File: config.mk
export PLATFORM = sky130hd
export DESIGN_NAME = pcb_ctrl
export DESIGN_NICKNAME = d
export VERILOG_FILES = /design/src/hw/rtl/pcb_pkg.sv /design/src/hw/rtl/pcb_ctrl.sv
export SDC_FILE = /design/constraint.sdc
export NUM_CORES = 1
export LEC_CHECK = 0
export ABC_AREA = 1
export BUFFER_PORTS_ARGS = -buffer_cell sky130_fd_sc_hd__clkbuf_2
export CAP_MARGIN = 20
export CELL_PAD_IN_SITES_DETAIL_PLACEMENT = 1
export CELL_PAD_IN_SITES_GLOBAL_PLACEMENT = 1
export CORE_MARGIN = 2
export CORE_UTILIZATION = 35
export DETAILED_ROUTE_END_ITERATION = 6
export GPL_TIMING_DRIVEN = 0
export PLACE_DENSITY = 0.87
export SLEW_MARGIN = 30
export SYNTH_ARGS = -nofsm -noshare
export SYNTH_HDL_FRONTEND = slang
export SYNTH_SLANG_ARGS = --single-unit
File: constraint.sdc
create_clock -name clk -period 2.9 [get_ports clk]
set_clock_uncertainty 0.05 [all_clocks]
set_input_delay 0.435 -clock clk [delete_from_list [all_inputs] [get_ports clk]]
set_output_delay 0.435 -clock clk [all_outputs]
set_load 0.05 [all_outputs]
File: src/hw/rtl/pcb_pkg.sv
package pcb_pkg;

    localparam int POS_W = 22;
    localparam int FRAC_W = 20;
    localparam int ID_W = 16;
    localparam int REC_W = 17;
    localparam int CELL_W = 12;
    localparam int ADDR_W = 18;
    localparam int OCC_W = 16;
    localparam int CFG_IDX_W = 3;
    localparam int CFG_DATA_W = 17;
    localparam int CELL_DEPTH = 4096;
    localparam int MAX_AXIS = 16;
    localparam int MAX_SLOT = 64;

    localparam logic [2:0] ST_STORED = 3'd0;
    localparam logic [2:0] ST_OVERFLOW = 3'd1;
    localparam logic [2:0] ST_NAN = 3'd2;
    localparam logic [2:0] ST_OUT_BOX = 3'd3;
    localparam logic [2:0] ST_GHOST = 3'd4;

    localparam logic [CFG_IDX_W-1:0] REG_CELLS_X = 3'd0;
    localparam logic [CFG_IDX_W-1:0] REG_CELLS_Y = 3'd1;
    localparam logic [CFG_IDX_W-1:0] REG_CELLS_Z = 3'd2;
    localparam logic [CFG_IDX_W-1:0] REG_SLOTS = 3'd3;
    localparam logic [CFG_IDX_W-1:0] REG_PERIODIC = 3'd4;
    localparam logic [CFG_IDX_W-1:0] REG_LOCAL_COUNT = 3'd5;

    typedef struct packed {
        logic                load_in;
        logic                clear_rec;
        logic                clr_we;
        logic [CELL_W-1:0]   clr_addr;
        logic                do_bin;
        logic                do_mula;
        logic                do_mulb;
        logic                do_adr;
        logic                do_upd;
        logic                out_load;
    } pcb_cmd_t;

    typedef struct packed {
        logic                ok;
        logic [3:0]          bin;
    } pcb_axis_t;

    function automatic logic [4:0] clamp_axis(input logic [4:0] d);
        logic [4:0] r;
        r = d;
        if (d == 5'd0)
        begin
            r = 5'd1;
        end
        else if (d > 5'(MAX_AXIS))
        begin
            r = 5'(MAX_AXIS);
        end
        return r;
    endfunction

    function automatic logic [6:0] clamp_slots(input logic [6:0] s);
        logic [6:0] r;
        r = s;
        if (s == 7'd0)
        begin
            r = 7'd1;
        end
        else if (s > 7'(MAX_SLOT))
        begin
            r = 7'(MAX_SLOT);
        end
        return r;
    endfunction

    function automatic pcb_axis_t axis_bin(input logic signed [POS_W-1:0] raw,
                                           input logic [4:0] dim,
                                           input logic per);
        pcb_axis_t  r;
        logic [26:0] p;
        logic [6:0]  b;
        logic        tol;
        tol = (raw >= -22'sd11) && (raw < 22'sd1048587);
        p = 27'(raw[POS_W-2:0]) * 27'(dim);
        b = (raw <= 22'sd0) ? 7'd0 : p[26:FRAC_W];
        if ((b == 7'(dim)) && per)
        begin
            b = 7'd0;
        end
        r.ok = tol && (b < 7'(dim));
        r.bin = b[3:0];
        return r;
    endfunction

endpackage

File: src/hw/rtl/pcb_ctrl.sv
module pcb_ctrl (
    input  logic             clk,
    input  logic             rst_n,
    input  logic             in_valid,
    output logic             in_stall,
    output logic             out_valid,
    input  logic             out_stall,
    input  logic             item_first,
    output pcb_pkg::pcb_cmd_t cmd
);
    import pcb_pkg::*;

    localparam logic [3:0] S_RCLR = 4'd0;
    localparam logic [3:0] S_IDLE = 4'd1;
    localparam logic [3:0] S_CHK  = 4'd2;
    localparam logic [3:0] S_ICLR = 4'd3;
    localparam logic [3:0] S_BIN  = 4'd4;
    localparam logic [3:0] S_MULA = 4'd5;
    localparam logic [3:0] S_MULB = 4'd6;
    localparam logic [3:0] S_ADR  = 4'd7;
    localparam logic [3:0] S_UPD  = 4'd8;
    localparam logic [3:0] S_OUT  = 4'd9;

    logic [3:0]        state_reg, state_next;
    logic [CELL_W-1:0] cnt_reg, cnt_next;
    logic              out_valid_reg, out_valid_next;
    logic              out_free;

    assign out_free = !out_valid_reg || !out_stall;
    assign in_stall = (state_reg != S_IDLE);
    assign out_valid = out_valid_reg;

    always_comb
    begin
        state_next = state_reg;
        cnt_next = cnt_reg;
        cmd = '0;
        cmd.clr_addr = cnt_reg;
        out_valid_next = out_valid_reg && out_stall;
        unique case (state_reg)
            S_RCLR, S_ICLR:
            begin
                cmd.clr_we = 1'b1;
                cnt_next = cnt_reg + 1'b1;
                if (cnt_reg == CELL_W'(CELL_DEPTH - 1))
                begin
                    state_next = (state_reg == S_RCLR) ? S_IDLE : S_BIN;
                end
            end
            S_IDLE:
            begin
                if (in_valid)
                begin
                    cmd.load_in = 1'b1;
                    state_next = S_CHK;
                end
            end
            S_CHK:
            begin
                cnt_next = '0;
                if (item_first)
                begin
                    cmd.clear_rec = 1'b1;
                    state_next = S_ICLR;
                end
                else
                begin
                    state_next = S_BIN;
                end
            end
            S_BIN:
            begin
                cmd.do_bin = 1'b1;
                state_next = S_MULA;
            end
            S_MULA:
            begin
                cmd.do_mula = 1'b1;
                state_next = S_MULB;
            end
            S_MULB:
            begin
                cmd.do_mulb = 1'b1;
                state_next = S_ADR;
            end
            S_ADR:
            begin
                cmd.do_adr = 1'b1;
                state_next = S_UPD;
            end
            S_UPD:
            begin
                cmd.do_upd = 1'b1;
                state_next = S_OUT;
            end
            S_OUT:
            begin
                if (out_free)
                begin
                    cmd.out_load = 1'b1;
                    out_valid_next = 1'b1;
                    state_next = S_IDLE;
                end
            end
            default:
            begin
                state_next = S_IDLE;
            end
        endcase
    end

    always_ff @(posedge clk or negedge rst_n)
    begin
        if (!rst_n)
        begin
            state_reg <= S_RCLR;
            cnt_reg <= '0;
            out_valid_reg <= 1'b0;
        end
        else
        begin
            state_reg <= state_next;
            cnt_reg <= cnt_next;
            out_valid_reg <= out_valid_next;
        end
    end

endmodule

==> results of run 1 <==
## per-stage QoR
stage                     cell area [um2]  hold slack (ps)  utilization  setup slack (ps)  std cells
final                                1290             21.8        0.430               773        229
after global routing                 1290             22.4        0.430               671        229
after CTS                            1290             29.9        0.430               753        229
after detailed placement             1260              364        0.421              1110        225
after global placement               1260              349        0.421              1170        225
after floorplan                      1090             89.4            -               681        165
## area by class of cell
type	instances	area, um2
clock buffers	4	26.3
fillers	429	1710
repair buffers	27	135
plain buffers	3	23.8
flip-flops and latches	17	425
inverters	25	93.8
well taps	33	41.3
multi-input cells	120	546
## worst paths after layout
| check | startpoint | endpoint | depth (start not counted) |
|---|---|---|---|
| worst min-delay path | rst_n | cnt_reg[7] | 1 |
| worst max register to register | cnt_reg[0] | cnt_reg[10] | 6 |
| min in group clk | out_stall | out_valid | 3 |
| worst min register to register | out_valid | out_valid | 2 |
| worst max-delay path | state_reg[3] | cmd[18] | 5 |
| max in group asynchronous | rst_n | cnt_reg[9] | 1 |
## metal layers
metal / part of all wire / up-vias / track usage
met4: 0.0046 / 0 / 0.0762
met1: 0.41 / 553 / 0.218
met3: 0.034 / 4 / 0.0303
met5: 0 / - / 0
li1: - / 574 / -
met2: 0.55 / 27 / 0.359
## cell usage after synthesis (all sizes together)
master,instances
inv,24
o21ai,1
clkinv,1
nand2,49
a21oi,7
nand4,5
ha,1
dfrtp,17
nor3,1
nor2,34
buf,3
nand3,22
## power groups by stage
stage,Clock [mW],Combinational [mW],Sequential [mW]
final,0.132,0.725,0.341
after global routing,0.149,0.798,0.349
after CTS,0.141,0.734,0.341
after detailed placement,0,0.731,0.345
after global placement,0,0.700,0.340
after floorplan,0,0.488,0.411
## worst max-delay path: stages, from the launching register on
cell and delay (ps):
dfrtp_1 450, nor2_4 230, nand2_1 120, nand2_2 80, buf_4 170, clkbuf_2 300
## logic make-up (layout without fill, tap and decap cells)
family / after synthesis / after routing / share of synthesized area
buffers and inverters: 28 / 59 / 0.108
adders and majority gates: 1 / 1 / 0.0115
and+or+nand+nor: 111 / 111 / 0.453
AOI/OAI and AO/OA: 8 / 8 / 0.0368
DFF: 17 / 17 / 0.391
==> metrics, run 1 <==
outcome completed; die height 59.8 um; Post CTS Setup Buffer Count 0; Max clock buf depth 2; Root Driver clkbuf_4; static leakage around 0.76 nW; maximum clock rate between 400 and 500 MHz; Initial Utilization 0.363; Pwr Density ~930 nW/um2; Post-Syn Instances ~170; Final Cycle Share 0.733; post-CTS resize count 0; RSZ-0062 raised after global routing no; peak supply drop 0.387 mV; Top Ports 28; commonest non-fill, non-tap cell in the layout nand2_1; number of global-route vias before repair 1239; max-capacitance violation count 0; Syn Area/Cell approximately 6.6 um2; Reg clk slew, reported paths ~100 ps; Routed Antenna Nets 0; Setup violations, final 0; switch share 0.559; H-tree levels 1; Vias approximately 1200; DR WL/cell roughly 13 um; Slew Limit Fails 0; layout cells sized above 1 0.219; DPL Wire Length 2420 um; Sequential Power Share 0.285; Die W 59.8 um; Least-Margin Pin Slew around 470 ps; Core Region 3000 um2; CTS tree done; gpl congestion about 0.80; CP Launch Type flip-flop; fin crit period about 2100 ps; Slew HR 0.687; Rows 20; total power approximately 1.2 mW; Reg2Reg Setup Slack around 1400 ps; critical path class flip-flop to output pin; Crit. End Element output pin; max reg flops 12; Int Power between 0.5 and 0.6 mW; die area 3570 um2; latest clock arrival within the worst-skew pair ~290 ps; WL final between 3000 and 4000 um; Synth Register Bits 17; total CTS buffers 3; Seq/Total Area, Yosys 0.391; Post-Synthesis Cell Area 1090 um2; worst hold-check path type input port to asynchronous set/reset pin; Final Hold Viols 0; leading area contributor after synthesis dfrtp_1; global route overflow 0; crit-path max FO 10; Antenna Cells 0; Comb power frac 0.605; Buffers on Ports 27; YS warnings 0; initial DRC count 44; Critical Path RT 2410 ps; largest net degree at the start of global routing 18; Netlist cell types 19; top cell type's share of synthesized area 0.391; crit path DAT between 1500 and 2000 ps; first-pass GRT wire length around 5300 um; clk sinks 17; Layout area overhead 18.6%; vias per cell 5.06; initial antenna violation count 0; syn_nets around 170; Post-CTS Hold Buffers 0; DRC viols 0; TNS Setup 0 ps; Final nets slightly above 200; commonest non-fill, non-tap cells in the layout nand2_1 (46), nor2_1 (31), clkbuf_2 (27); clock share of power 0.110; net switching power ~0.67 mW; gr usage total 0.193; Area contributors post-synth dfrtp_1 (39%), nand2_1 (16%), nor2_1 (11%); drt pass-1 iters 4
(Power assumes the default switching activity.)
==> inputs of run 2 (changes only) <==
--- a/config.mk
+++ b/config.mk
@@ -5,7 +5,7 @@
 export SDC_FILE = /design/constraint.sdc
 export NUM_CORES = 1
 export LEC_CHECK = 0
-export ABC_AREA = 1
+export ABC_AREA = 0
 export BUFFER_PORTS_ARGS = -buffer_cell sky130_fd_sc_hd__clkbuf_2
 export CAP_MARGIN = 20
 export CELL_PAD_IN_SITES_DETAIL_PLACEMENT = 1
@@ -14,7 +14,7 @@
 export CORE_UTILIZATION = 35
 export DETAILED_ROUTE_END_ITERATION = 6
 export GPL_TIMING_DRIVEN = 0
-export PLACE_DENSITY = 0.87
+export PLACE_DENSITY = 0.83
 export SLEW_MARGIN = 30
 export SYNTH_ARGS = -nofsm -noshare
 export SYNTH_HDL_FRONTEND = slang
==> constraint.sdc (replaced) <==
create_clock -name clk -period 2.2 [get_ports clk]
set_clock_uncertainty 0.05 [all_clocks]
set_input_delay 0.33 -clock clk [delete_from_list [all_inputs] [get_ports clk]]
set_output_delay 0.33 -clock clk [all_outputs]
set_load 0.05 [all_outputs]
==> metrics, run 2 <==
crit path from state_reg[3] (unchanged); max-capacitance violation count 0 (unchanged); gr usage total 0.170 (was 0.193); Setup violations, final 0 (unchanged); syn_nets 116 (was 171); first-pass GRT wire length 4460 um (was 5310 um); CTS tree done (unchanged); Syn Area/Cell 9.18 um2 (was 6.60 um2); Synth Register Bits 17 (unchanged); Reg2Reg Setup Slack 340 ps (was 1430 ps); die area 3330 um2 (was 3570 um2); worst hold-check path type input port to flip-flop (was input port to asynchronous set/reset pin); Post-DP Area 1190 um2 (was 1260 um2); Buffers on Ports 27 (unchanged); vias per cell 5.37 (was 5.06); outcome completed (unchanged); Max clock buf depth 2 (unchanged); RSZ-0062 raised after global routing no (unchanged); Least-Margin Pin Slew 548 ps (was 470 ps); critical path class flip-flop to output pin (unchanged); Layout area overhead 22.8% (was 18.6%); largest net degree at the start of global routing 18 (unchanged); Reg clk slew, reported paths 100 ps (about the same); Crit. End Element output pin (unchanged); DPL Wire Length 1940 um (was 2420 um); DP Cell Count 168 (was 225); Post CTS Setup Buffer Count 0 (unchanged); top cell type's share of synthesized area 0.421 (was 0.391); fin util 0.450 (was 0.430); Routed Antenna Nets 0 (unchanged); crit-path max FO 8 (was 10); Critical Path RT 1820 ps (was 2410 ps); Final Cycle Share 0.953; global route overflow 0 (unchanged); post-route cell area 1240 um2 (was 1290 um2); total power 1.78 mW (was 1.20 mW); DR WL/cell 14.4 um (was 13.4 um); Post-Synthesis Cell Area 1010 um2 (was 1090 um2); Post-synth top cells dfrtp_1 (17), nor2_1 (12), nand2_1 (11) (was nand2_1 (46), nor2_1 (31), inv_1 (23), nand3_1 (19), dfrtp_1 (17)); commonest non-fill, non-tap cell in the layout clkbuf_2 (was nand2_1); leading area contributor after synthesis dfrtp_1 (unchanged); worst hold start out_stall; Vias 923 (was 1158); max reg flops 12 (unchanged); Slew Limit Fails 0 (unchanged); final hold slack 240 ps (was 21.8 ps); Post-Syn Instances 110 (was 165); initial antenna violation count 0 (unchanged); R2R depth 4 (was 6); layout cells sized above 1 0.291 (was 0.219); latest clock arrival within the worst-skew pair 290 ps (about the same); Antenna Cells 0 (unchanged); Initial Utilization 0.366 (was 0.363); Final nets 148 (was 203); number of global-route vias before repair 961 (was 1239); Endpoint, Worst Hold out_valid; hold depth 3; Top Ports 28 (unchanged); top-count cell post-synth dfrtp_1 (was nand2_1); Top FF cell, synth dfrtp_1 (unchanged); Post-synth EDFFs 0 (unchanged); YS warnings 0 (unchanged); Slew HR 0.632 (was 0.687); peak supply drop 0.830 mV (was 0.387 mV); post-route setup slack 103 ps (was 773 ps); Root Driver clkbuf_4 (unchanged); Final Hold Viols 0 (unchanged); clk sinks 17 (unchanged); Seq/Total Area, Yosys 0.421 (was 0.391); fin crit period 2100 ps; Rows 19 (was 20); CP Launch Type flip-flop (unchanged); drt pass-1 iters 4 (unchanged); Reg2Reg Capture Point state_reg[0] (was cnt_reg[10]); die height 57.7 um (was 59.8 um); Async SR Flop Fraction 1.00 (unchanged); Post-Place Setup Slack 65.2 ps (was 1110 ps); TNS Setup 0 ps (unchanged); maximum clock rate 477 MHz; static leakage 0.597 nW (was 0.759 nW); DRC viols 0 (unchanged); Area contributors post-synth dfrtp_1 (42%), xnor2_1 (5.2%), nor2_1 (4.5%) (was dfrtp_1 (39%), nand2_1 (16%), nor2_1 (11%)); Netlist cell types 31 (was 19); crit path DAT 1720 ps (was 1640 ps); initial DRC count 18 (was 44); FILL cells 330 (was 429); final cell count without fillers 172 (was 229); gpl congestion 0.769 (was 0.801); commonest non-fill, non-tap cells in the layout clkbuf_2 (28), dfrtp_1 (17), nand2_1 (11) (was nand2_1 (46), nor2_1 (31), clkbuf_2 (27)); total CTS buffers 3 (unchanged); WL final 2480 um (was 3060 um); H-tree levels 1 (unchanged); Die W 57.7 um (was 59.8 um); RR Startpoint cnt_reg[0] (unchanged); Core Region 2760 um2 (was 3000 um2); Pwr Density 1440 nW/um2 (was 928 nW/um2)
## run 2: changes by cell type in the layout (fill, tap and decap cells not counted), sizes merged, moves of 3 or more
cell,delta
nand2,-38
nor2,-22
and3,+5
o21ai,+7
xnor2,+6
mux2i,+4
nor3,+5
nand2b,+3
nand4,-4
nand3,-16
inv,-21
## run 2: kinds of logic (layout without fill, tap and decap cells)
logic type,after synthesis,count (layout),share of synthesized area
xor+xnor,8,8,0.0880
buf+inv,8,39,0.0372
flops,17,17,0.421
mux,4,4,0.0397
fa+ha+maj,1,1,0.0124
compound gates,16,16,0.0905
simple gates,56,56,0.311
## run 2: per-layer routing
metal / GRT usage / vias up / share of wire
met3: 0.0268 / 0 / 0.047
met5: 0 / - / 0
met4: 0.0399 / 0 / 0
li1: - / 453 / -
met2: 0.297 / 24 / 0.52
met1: 0.221 / 446 / 0.44
## run 2: repair_timing
action | in CTS | in global routing
pin swaps | 0 | 0
hold buffers | 1 | 0
gates cloned | 0 | 0
resized for setup | 2 | 7
endpoints found under the hold margin | 17 | 0
setup endpoints to repair | 1 | 4
## run 2: where the power goes
part | internal, mW | leakage, nW | total [mW] | switching [mW]
clock network | 0.0704 | 0.0150 | 0.169 | 0.0981
registers | 0.383 | 0.228 | 0.503 | 0.121
logic | 0.330 | 0.355 | 1.11 | 0.778
## run 2: how the worst max path moves through the flow
stage              end  slack, ps  cells after the start
6_report       cmd[19]        100                      4
5_1_grt        cmd[19]          1                      4
4_1_cts        cmd[20]         20                      5
3_5_place_dp   cmd[19]         70                      5
3_3_place_gp   cmd[19]        110                      5
2_1_floorplan   cmd[1]         40                      2
## run 2: critical path: stages, from the launching register on
cell and delay (ps):
dfrtp_1 490, nor2_4 210, and3_2 310, and2_1 150
clkbuf_2 270
## run 2: area by class of cell
cell class / count / area, um2 / share of cell area
timing repair buffer: 28 / 145 / 0.117
clock buffer: 4 / 26.3 / 0.0212
multi-input combinational: 85 / 568 / 0.458
sequential: 17 / 425 / 0.343
buffer: 4 / 25.0 / 0.0202
inverter: 3 / 11.3 / 0.00908
tap: 31 / 38.8 / 0.0313
==> inputs of run 3 (changes only) <==
--- a/config.mk
+++ b/config.mk
@@ -11,10 +11,11 @@
 export CELL_PAD_IN_SITES_DETAIL_PLACEMENT = 1
 export CELL_PAD_IN_SITES_GLOBAL_PLACEMENT = 1
 export CORE_MARGIN = 2
-export CORE_UTILIZATION = 35
+export CORE_UTILIZATION = 37
 export DETAILED_ROUTE_END_ITERATION = 6
 export GPL_TIMING_DRIVEN = 0
-export PLACE_DENSITY = 0.83
+export PLACE_DENSITY = 0.86
+export REMOVE_ABC_BUFFERS = 1
 export SLEW_MARGIN = 30
 export SYNTH_ARGS = -nofsm -noshare
 export SYNTH_HDL_FRONTEND = slang
==> metrics, run 3 (synthesis gave the netlist of run 2 again) <==
Least-Margin Pin Slew 596 ps (was 548 ps); wire length on met3 100 um (was 116 um); M1 WL 1160 um (was 1080 um); Critical Path RT 1820 ps (about the same); clk sinks 17 (unchanged); die area 3160 um2 (was 3330 um2); worst hold start out_stall (unchanged); gpl congestion 0.758 (was 0.769); crit path DAT 1720 ps (about the same); Reg2Reg Capture Point state_reg[0] (unchanged); DR top layer met4 (was met3); layout cells sized above 1 0.300 (was 0.291); maximum clock rate 477 MHz (about the same); Antenna Cells 0 (unchanged); critical path class flip-flop to output pin (unchanged); Buffers on Ports 27 (unchanged); Reg2Reg Setup Slack 300 ps (was 340 ps); max-capacitance violation count 0 (unchanged); first-pass GRT wire length 4320 um (was 4460 um); static leakage 0.592 nW (was 0.597 nW); Layout area overhead 21.7% (was 22.8%); number of global-route vias before repair 911 (was 961); Rows 18 (was 19); Core Region 2520 um2 (was 2760 um2); die height 56.2 um (was 57.7 um); RR Startpoint cnt_reg[0] (unchanged); Crit. End Element output pin (unchanged); slowest CP cell dfrtp_1 (unchanged); Pwr Density 1450 nW/um2 (was 1440 nW/um2); CTS tree done (unchanged); total power 1.78 mW (about the same); gr usage total 0.172 (was 0.170); Slew Limit Fails 0 (unchanged); DRC viols 0 (unchanged); commonest non-fill, non-tap cell in the layout clkbuf_2 (unchanged); crit-path max FO 9 (was 8); total CTS buffers 3 (unchanged); peak supply drop 0.862 mV (was 0.830 mV); Max clock buf depth 2 (unchanged); Final Hold Viols 0 (unchanged); max reg flops 12 (unchanged); CP Launch Type flip-flop (unchanged); drt pass-1 iters 4 (unchanged); DPL Wire Length 1910 um (was 1940 um); WL final 2610 um (was 2480 um); DR WL/cell 15.3 um (was 14.4 um); outcome completed (unchanged); Final Cycle Share 0.952 (was 0.953); FILL cells 320 (was 330); worst path cell trace or2_0 -> nor2_1 -> clkbuf_2 (was nor2_4 -> and3_2 -> and2_1 -> clkbuf_2); Slew HR 0.600 (was 0.632); Setup violations, final 0 (unchanged); wire length on met2 1320 um (was 1280 um); largest net degree at the start of global routing 18 (unchanged); Initial Utilization 0.400 (was 0.366); initial DRC count 17 (was 18); Vias 931 (was 923); Final nets 147 (was 148); vias per cell 5.48 (was 5.37); TNS Setup 0 ps (unchanged); latest clock arrival within the worst-skew pair 290 ps (about the same); Endpoint, Worst Hold out_valid (unchanged); R2R depth 4 (unchanged); Top Ports 28 (unchanged); commonest non-fill, non-tap cells in the layout clkbuf_2 (26), dfrtp_1 (14), nor2_1 (11), nand2_1 (11) (was clkbuf_2 (28), dfrtp_1 (17), nand2_1 (11)); initial antenna violation count 0 (unchanged); Root Driver clkbuf_4 (unchanged); fin crit period 2100 ps (about the same); hold depth 3 (unchanged); Reg clk slew, reported paths 100 ps (about the same); global route overflow 0 (unchanged); crit-path max cell delay 490 ps (about the same); Routed Antenna Nets 0 (unchanged); Die W 56.2 um (was 57.7 um); worst hold-check path type input port to flip-flop (unchanged); H-tree levels 1 (unchanged)
-- run 3: final cells by class --
cell class / count / area [um2] / share of cell area
clock buffer: 3 / 22.5 / 0.0183
clock inverter: 1 / 5.00 / 0.00407
inverter: 3 / 11.3 / 0.00916
multi-input combinational: 85 / 556 / 0.452
sequential: 17 / 429 / 0.349
tap: 30 / 37.5 / 0.0305
timing repair buffer: 31 / 168 / 0.136
-- run 3: where the power goes --
part	switching (mW)	total, mW	internal (mW)
registers	0.154	0.541	0.388
logic	0.743	1.07	0.324
clock network	0.106	0.174	0.0676
-- run 3: critical path, delay by kind of cell (launching register included) --
family | cells | cell delay [ps]
DFF | 1 | 490
buffers and inverters | 1 | 310
and+or+nand+nor | 2 | 610
-- run 3: how the worst max path moves through the flow --
stage | start | endpoint | slack [ps]
final | state_reg[2] | cmd[18] | 100
after CTS | state_reg[3] | cmd[19] | 30
after floorplan | state_reg[1] | cmd[0] | -160
after global routing | state_reg[2] | cmd[19] | -4
after global placement | state_reg[1] | cmd[19] | 210
after detailed placement | state_reg[1] | cmd[19] | 190
-- run 3: what timing repair did --
| action | 4_1_cts | 5_1_grt |
|---|---|---|
| gates resized for setup | 4 | 3 |
| hold buffers | 1 | 0 |
| buffers inserted | 0 | 3 |
| hold endpoints to repair | 17 | 0 |
| endpoints found under the setup margin | 2 | 1 |
-- run 3: through the flow --
step	std cells	instance area, um2	setup slack (ps)	hold WS (ps)	utilization
detailed placement	162	1160	195	239	0.458
CTS	167	1200	34.1	220	0.476
floorplan	105	983	-155	-15.6	-
finish	170	1230	105	226	0.487
global route	170	1230	-3.87	230	0.487
global placement	162	1160	214	236	0.458
-- run 3: metal layers --
| layer | GRT usage | up-vias |
|---|---|---|
| li1 | - | 444 |
| met1 | 0.220 | 459 |
| met2 | 0.286 | 24 |
| met5 | 0 | - |
| met3 | 0.0372 | 4 |
| met4 | 0.0612 | 0 |
